--- src/design/sfc_pkg.sv ---
// shared types and constants of the single-precision float coprocessor
// no dependencies; imported by the controller, the datapath and the top level
package sfc_pkg;

   localparam logic [31:0] ExpMask   = 32'h7F80_0000;
   localparam logic [31:0] SignMask  = 32'h8000_0000;
   localparam logic [31:0] MaxFinite = 32'h7F7F_FFFF;
   localparam logic [31:0] Ctrl0Word = 32'h0000_2E00;
   localparam logic [31:0] QnanWord  = 32'h7FC0_0000;

   // working significand: bit 48 weighs 1.0, bit 49 catches carry out
   localparam int ManW     = 50;
   localparam int DivSteps = 27;
   localparam int CntW     = 5;
   localparam int RegCount = 32;
   localparam int RegAddrW = 5;

   typedef logic signed [10:0] exp_type;
   typedef logic [ManW-1:0]    man_type;

   typedef enum logic [3:0] {
      OP_MTC   = 4'd0,
      OP_MFC   = 4'd1,
      OP_CFC   = 4'd2,
      OP_CTC   = 4'd3,
      OP_CVTSW = 4'd4,
      OP_CVTWS = 4'd5,
      OP_ADD   = 4'd6,
      OP_SUB   = 4'd7,
      OP_MUL   = 4'd8,
      OP_DIV   = 4'd9,
      OP_MOV   = 4'd10,
      OP_NEG   = 4'd11,
      OP_ADDA  = 4'd12,
      OP_MADD  = 4'd13,
      OP_CLT   = 4'd14,
      OP_CEQ   = 4'd15
   } opcode_type;

   typedef enum logic [3:0] {
      CMD_NONE     = 4'd0,
      CMD_LOAD     = 4'd1,
      CMD_SIMPLE   = 4'd2,
      CMD_UNPACK   = 4'd3,
      CMD_MUL      = 4'd4,
      CMD_DIV_STEP = 4'd5,
      CMD_DIV_END  = 4'd6,
      CMD_ALIGN    = 4'd7,
      CMD_SUM      = 4'd8,
      CMD_NORM     = 4'd9,
      CMD_ROUND    = 4'd10,
      CMD_ADD2     = 4'd11,
      CMD_COMMIT   = 4'd12
   } cmd_type;

   typedef struct packed {
      opcode_type op;
      logic       norm_done;
      logic       div_zero;
      logic       prod_inf;
   } dp_status_type;

endpackage

--- src/design/sfc_ctrl.sv ---
// sequencing state machine of the float coprocessor
// depends on sfc_pkg; drives datapath commands from datapath status
module sfc_ctrl
   import sfc_pkg::*;
(
   input  logic          clock,
   input  logic          reset,
   input  logic          req_valid,
   output logic          req_ready,
   output logic          rsp_valid,
   input  logic          rsp_ready,
   input  dp_status_type status,
   output cmd_type       cmd
);

   typedef enum logic [10:0] {
      S_IDLE   = 11'b000_0000_0001,
      S_READ   = 11'b000_0000_0010,
      S_MUL    = 11'b000_0000_0100,
      S_DIV    = 11'b000_0000_1000,
      S_DIVEND = 11'b000_0001_0000,
      S_ALIGN  = 11'b000_0010_0000,
      S_SUM    = 11'b000_0100_0000,
      S_NORM   = 11'b000_1000_0000,
      S_ROUND  = 11'b001_0000_0000,
      S_ADD2   = 11'b010_0000_0000,
      S_DONE   = 11'b100_0000_0000
   } state_type;

   state_type         state_ff, state_in;
   logic [CntW-1:0]   cnt_ff, cnt_in;
   logic              pass2_ff, pass2_in;
   logic              rsp_valid_ff, rsp_valid_in;

   always_comb begin
      state_in     = state_ff;
      cnt_in       = cnt_ff;
      pass2_in     = pass2_ff;
      rsp_valid_in = rsp_valid_ff;
      cmd          = CMD_NONE;
      if (rsp_valid_ff && rsp_ready) begin
         rsp_valid_in = 1'b0;
      end
      unique case (state_ff)
         S_IDLE: begin
            if (req_valid) begin
               cmd      = CMD_LOAD;
               pass2_in = 1'b0;
               state_in = S_READ;
            end
         end
         S_READ: begin
            cnt_in = '0;
            unique case (status.op) inside
               OP_CVTSW: begin
                  cmd      = CMD_UNPACK;
                  state_in = S_NORM;
               end
               OP_ADD, OP_SUB, OP_ADDA: begin
                  cmd      = CMD_UNPACK;
                  state_in = S_ALIGN;
               end
               OP_MUL, OP_MADD: begin
                  cmd      = CMD_UNPACK;
                  state_in = S_MUL;
               end
               OP_DIV: begin
                  cmd      = CMD_UNPACK;
                  state_in = status.div_zero ? S_DONE : S_DIV;
               end
               default: begin
                  cmd      = CMD_SIMPLE;
                  state_in = S_DONE;
               end
            endcase
         end
         S_MUL: begin
            cmd      = CMD_MUL;
            state_in = S_NORM;
         end
         S_DIV: begin
            cmd    = CMD_DIV_STEP;
            cnt_in = cnt_ff + CntW'(1);
            if (cnt_ff == CntW'(DivSteps - 1)) begin
               state_in = S_DIVEND;
            end
         end
         S_DIVEND: begin
            cmd      = CMD_DIV_END;
            state_in = S_NORM;
         end
         S_ALIGN: begin
            cmd      = CMD_ALIGN;
            state_in = S_SUM;
         end
         S_SUM: begin
            cmd      = CMD_SUM;
            state_in = S_NORM;
         end
         S_NORM: begin
            if (status.norm_done) begin
               state_in = S_ROUND;
            end else begin
               cmd = CMD_NORM;
            end
         end
         S_ROUND: begin
            cmd = CMD_ROUND;
            // multiply-add rounds the product, then runs the sum pass unless the product rounded to infinity
            if (status.op == OP_MADD && !pass2_ff) begin
               pass2_in = 1'b1;
               state_in = S_ADD2;
            end else begin
               state_in = S_DONE;
            end
         end
         S_ADD2: begin
            cmd      = CMD_ADD2;
            state_in = status.prod_inf ? S_DONE : S_ALIGN;
         end
         S_DONE: begin
            if (!rsp_valid_ff || rsp_ready) begin
               cmd          = CMD_COMMIT;
               rsp_valid_in = 1'b1;
               state_in     = S_IDLE;
            end
         end
         default: begin
            state_in = S_IDLE;
         end
      endcase
   end

   always_ff @(posedge clock) begin
      if (reset) begin
         state_ff     <= S_IDLE;
         cnt_ff       <= '0;
         pass2_ff     <= 1'b0;
         rsp_valid_ff <= 1'b0;
      end else begin
         state_ff     <= state_in;
         cnt_ff       <= cnt_in;
         pass2_ff     <= pass2_in;
         rsp_valid_ff <= rsp_valid_in;
      end
   end

   assign req_ready = (state_ff == S_IDLE);
   assign rsp_valid = rsp_valid_ff;

endmodule

--- config.mk ---
export PLATFORM = sky130hd
export DESIGN_NAME = sfc_ctrl
export DESIGN_NICKNAME = d
export VERILOG_FILES = /design/src/design/sfc_pkg.sv /design/src/design/sfc_ctrl.sv
export SDC_FILE = /design/constraint.sdc
export NUM_CORES = 1
export LEC_CHECK = 0
export ABC_AREA = 0
export BUFFER_PORTS_ARGS = -buffer_cell sky130_fd_sc_hd__buf_2
export CAP_MARGIN = 40
export CELL_PAD_IN_SITES_DETAIL_PLACEMENT = 1
export CELL_PAD_IN_SITES_GLOBAL_PLACEMENT = 1
export CORE_ASPECT_RATIO = 0.9
export CORE_MARGIN = 2
export CORE_UTILIZATION = 41
export DETAILED_ROUTE_END_ITERATION = 16
export PLACE_DENSITY = 0.74
export SYNTH_ARGS = -nofsm -noshare
export SYNTH_HDL_FRONTEND = slang
export SYNTH_SLANG_ARGS = --single-unit
--- constraint.sdc ---
create_clock -name clock -period 2.4 [get_ports clock]
set_input_delay 0.36 -clock clock [delete_from_list [all_inputs] [get_ports clock]]
set_output_delay 0.36 -clock clock [all_outputs]
set_load 0.02 [all_outputs]
**Word-level counts from Yosys, hierarchy flattened**

Index checks and enable logic that the tools add are counted.

- Logic and storage cells: 63
- Flip-flop bits (word level): 18
- Bits of input ports: 11
- Output and inout port bits: 6

- Add/sub/neg operators: 1
- Reduce and logical (&&, ||, !) cells: 13
- Mux-type cells: 21
- Equality and inequality tests: 24

Operators with widths:

| operator | count |
|---|---|
| case mux 11 bit (9 select lines) | 1 |
| two-way mux 11 bit | 7 |
| case mux 11 bit (4 select lines) | 1 |
| case mux 4 bit (11 select lines) | 1 |
| == test 4 bit (second input constant) | 4 |
| == test 4 x 3 -> 1 bit (second input constant) | 3 |
| == test 11 x 1 -> 1 bit (second input constant) | 1 |
| == test 11 x 10 -> 1 bit (second input constant) | 1 |
| == test 11 bit (second input constant) | 1 |
| == test 11 x 2 -> 1 bit (second input constant) | 1 |
| == test 11 x 3 -> 1 bit (second input constant) | 1 |
| == test 11 x 4 -> 1 bit (second input constant) | 1 |
| == test 11 x 5 -> 1 bit (second input constant) | 1 |
| == test 11 x 6 -> 1 bit (second input constant) | 1 |
| == test 11 x 7 -> 1 bit (second input constant) | 1 |
| == test 11 x 8 -> 1 bit (second input constant) | 1 |
| == test 11 x 9 -> 1 bit (second input constant) | 1 |
| inequality test 2 bit (second input constant) | 5 |
| case mux 5 bit (2 select lines) | 1 |
| two-way mux 4 bit | 2 |
| two-way mux 1 bit | 7 |
| OR reduction 7 bit | 1 |
| OR reduction 3 bit | 2 |
| adder 5 x 1 -> 5 bit (second input constant) | 1 |
| 9 further kinds | 12 |

**Longest topological paths before layout**

- Depth after elaboration: 4
- Mapped depth: 7
- Gate-level depth less buffers: 7

**Worst setup path before layout**

Ideal clock, no wire load.

- Path kind: reg-to-output
- Start point: reg state_ff[2]
- End point: out cmd[1]
- Buffers on the path: 0
- Setup slack: 0.325 ns
- Arrival: 1.715 ns
- Cell stages (with the launch flop): 5
- Required time: 2.040 ns
- Path through: dfxtp_1 or4_1 or4_4 nand3_2 nand2b_1

- Word-level cells in the longest chain between the ends: 2
- Elaborated cells between the ends (all ways): 12
- Classes of those cells: eq/ne (11); mux (1)

RTL lines:

| element | RTL line | text |
|---|---|---|
| start, declared | sfc_ctrl.sv:30 | `state_type state_ff, state_in;` |
| start signal, assigned | sfc_ctrl.sv:141 | `state_ff <= state_in;` |
| == test 11 bit, or another cell as far along | sfc_ctrl.sv:44 | `unique case (state_ff)` |
| case mux 4 bit (11 select lines) (*) | sfc_ctrl.sv:44 |  |
| end, declared | sfc_ctrl.sv:13 | `output cmd_type cmd` |

Every way passes the cells marked *; elsewhere a longest branch is shown, timed or not.

**Worst setup path in the final report**

- Start point: reg state_ff[5]
- End point: out cmd[1]

Same word-level chain as after synthesis.

==> results.toml <==
[drt]
ant_nets = 0
routedWlPerCell_um = 19.0
firstDrtPassIters = 4
routed_wl_mm = 3.76
vias = 1250
avgViaCountPerCell = 6.31
drcViolationCount = 0
drt_iter0_markers = 72

[global_routing]
antenna_found_initial = 0
grt_remaining_overflow = 0
grtUsageTotal = 0.243
grt_pass1_wl_mm = 5.90
grt_pass1_vias = 1229
grt_max_degree = 16

[clock_network]
clk_path_buf_depth = 2
cts_tree = "yes"
htreeDepth = 1
root_buffer = "clkbuf_4"
cts_hold_buf = 0
clk_latency_ns = 0.29
clock_sinks = 18
cts_buffers = 3
clkTransAtPathRegs_ns = 0.11

[logic_synthesis]
synth_edf_count = 0
synth_seq_cells = 18
async_reset_ff_frac = 0
ys_warn_count = 0
syn_area_um2 = 1140
synth_cells = 145
ys_types = 40
synth_flop_cell = "dfxtp_1"
ys_seq_area_frac = 0.315
synth_nets = 158
syn_area_per_cell_um2 = 7.90

[finish]
design_area_um2 = 1430
num-fill-cells = 331
final_common_cell = "nor2_1"
drive_gt1_frac = 0.280
antennaDiodeCount = 0
final_cell_mix = "nor2_1, buf_2, dfxtp_1"
final_nets = 183
areaGrowthSynthToFinish_pct = 25.1

[setup_path]
path_class = "flip-flop to output port"
required_ns = 2.04
critPathSlowestCell = "or4_4"
startpoint_type = "flip-flop"
critPathArrivalTime_ns = 2.06
cp_common_cell = "or4_4"
cp-end-kind = "output port"
crit_fanout = 2
crit_family = "simple AND/OR/NAND/NOR gates"
cp_num_buf_inv = 1
max_stage_delay_ns = 0.53
crit_chain = "or4_4 > or4_4 > nand3_2 > nand2b_4 > buf_6"

[run]
cap_viol_max_count = 0

[pwr]
pwr-share-seq = 0.463
clkPwrFrac = 0.223
peakVddDrop_mv = 0.207
leakage_uw = 0.000589
swShare = 0.343
p_sw_uw = 244
comb_power_share = 0.314
p_int_uw = 467
powerDensity_nw_per_um2 = 496

[sta]
setup_viol = 1
setup_slack_ns = -0.0154
tightest_slew_ns = 0.488
period_share = 1.01
timing.fmax_mhz = 414
report.final.slew_viol_count = 0
rsz0062_at_grt = "true"
period_needed_ns = 2.42
hold_viol_final = 0
slew_headroom = 0.672
clock_skew_ns = 0.00580

[floorplan]
die_w_um = 59.7
ios = 17
die_y_um = 54.1
dieArea_um2 = 3230
fp-row-count = 18
initial_utilization = 0.424
coreArea_um2 = 2700

[place]
io_buffers = 16
place_area_um2 = 1270
post-place-ws_ns = 0.201
place_congestion = 0.903
hpwl_mm = 2.56

[run_status]
violations = "negative setup slack"
status = "finished, violations left"

[worst_hold_path]
min_path_type = "input port to flip-flop"
worst min-delay path: stages:
cell and delay, ns:
buf_2 0.09, nand2b_1 0.11, a21oi_1 0.06
metal layers:
layer	wire (um)	up-vias	part of all wire	track usage
met4	85	0	0.023	0.0815
met1	1700	597	0.45	0.318
met5	0	-	0	0
li1	-	599	-	-
met3	154	12	0.041	0.0313
met2	1820	42	0.48	0.413
cell usage after synthesis (all sizes together) (2+ instances only):
cell,n,share of area
inv,5,0.016
nand3,9,0.044
a21oi,8,0.035
nor3,7,0.031
nor4b,5,0.044
nand2b,6,0.033
a211oi,3,0.020
nand4,8,0.044
a41oi,2,0.015
dfxtp,18,0.31
nor4,3,0.027
nand4b,2,0.015
and3,4,0.022
nor2b,2,0.011
clkbuf,7,0.023
a31oi,4,0.022
and4,2,0.015
nor2,19,0.062
ha,2,0.022
xor2,4,0.031
nand3b,3,0.020
nand2,5,0.016
o21ai,2,0.0087
or4,3,0.023
power by group through the flow:
stage	Clock (uW)	Sequential, uW	Combinational, uW
floorplan	0	327	120
global route	173	332	245
CTS	161	325	197
detailed placement	0	331	187
global placement	0	329	181
finish	158	329	224
through the flow:
step	setup TNS [ns]	std cells	hold WS [ns]	utilization	power, uW
finish	-0.0154	198	0.364	0.530	711
global route	-0.157	198	0.382	0.530	750
CTS	-0.0168	195	0.361	0.506	683
detailed placement	0	189	0.464	0.471	518
global placement	0	189	0.448	0.471	511
floorplan	0	145	0.432	-	447
layout make-up:
class | instances | area [um2] | area share
repair buffers | 27 | 188 | 0.131
well taps | 30 | 37.5 | 0.0262
inverters | 5 | 18.8 | 0.0131
flip-flops and latches | 18 | 379 | 0.265
multi-input cells | 115 | 787 | 0.549
clock buffers | 3 | 22.5 | 0.0157
flip-flops by register name, summed over array words and instances (netlist names):
register,flops
pass2_ff,1
cnt_ff,5
rsp_valid,1
state_ff,11
final timing paths:
path                    start           to  slack (ns)  depth (start not counted)
setup / recovery  state_ff[5]       cmd[1]       -0.02                          5
hold / removal      rsp_ready    rsp_valid        0.36                          3
setup reg to reg  state_ff[5]  state_ff[0]        0.31                          6
hold reg to reg      pass2_ff     pass2_ff        0.47                          2
kinds of logic (layout without fill, tap and decap cells):
group                    count (synthesis)  in the layout  synth area share
AO/OA/AOI/OAI                           27             27             0.158
AND/OR/NAND/NOR                         81             81             0.427
buffers and inverters                   12             35            0.0394
adder cells (fa/ha/maj)                  2              2            0.0219
flip-flops                              18             18             0.315
XOR/XNOR                                 5              5            0.0382
timing repair:
action	4_1_cts	5_1_grt
pin swaps	1	3
gates resized for setup	13	9
gates cloned	0	0
endpoints found under the setup margin	3	4
buffers inserted	3	3
No activity file was read; power rests on OpenSTA's default activity.
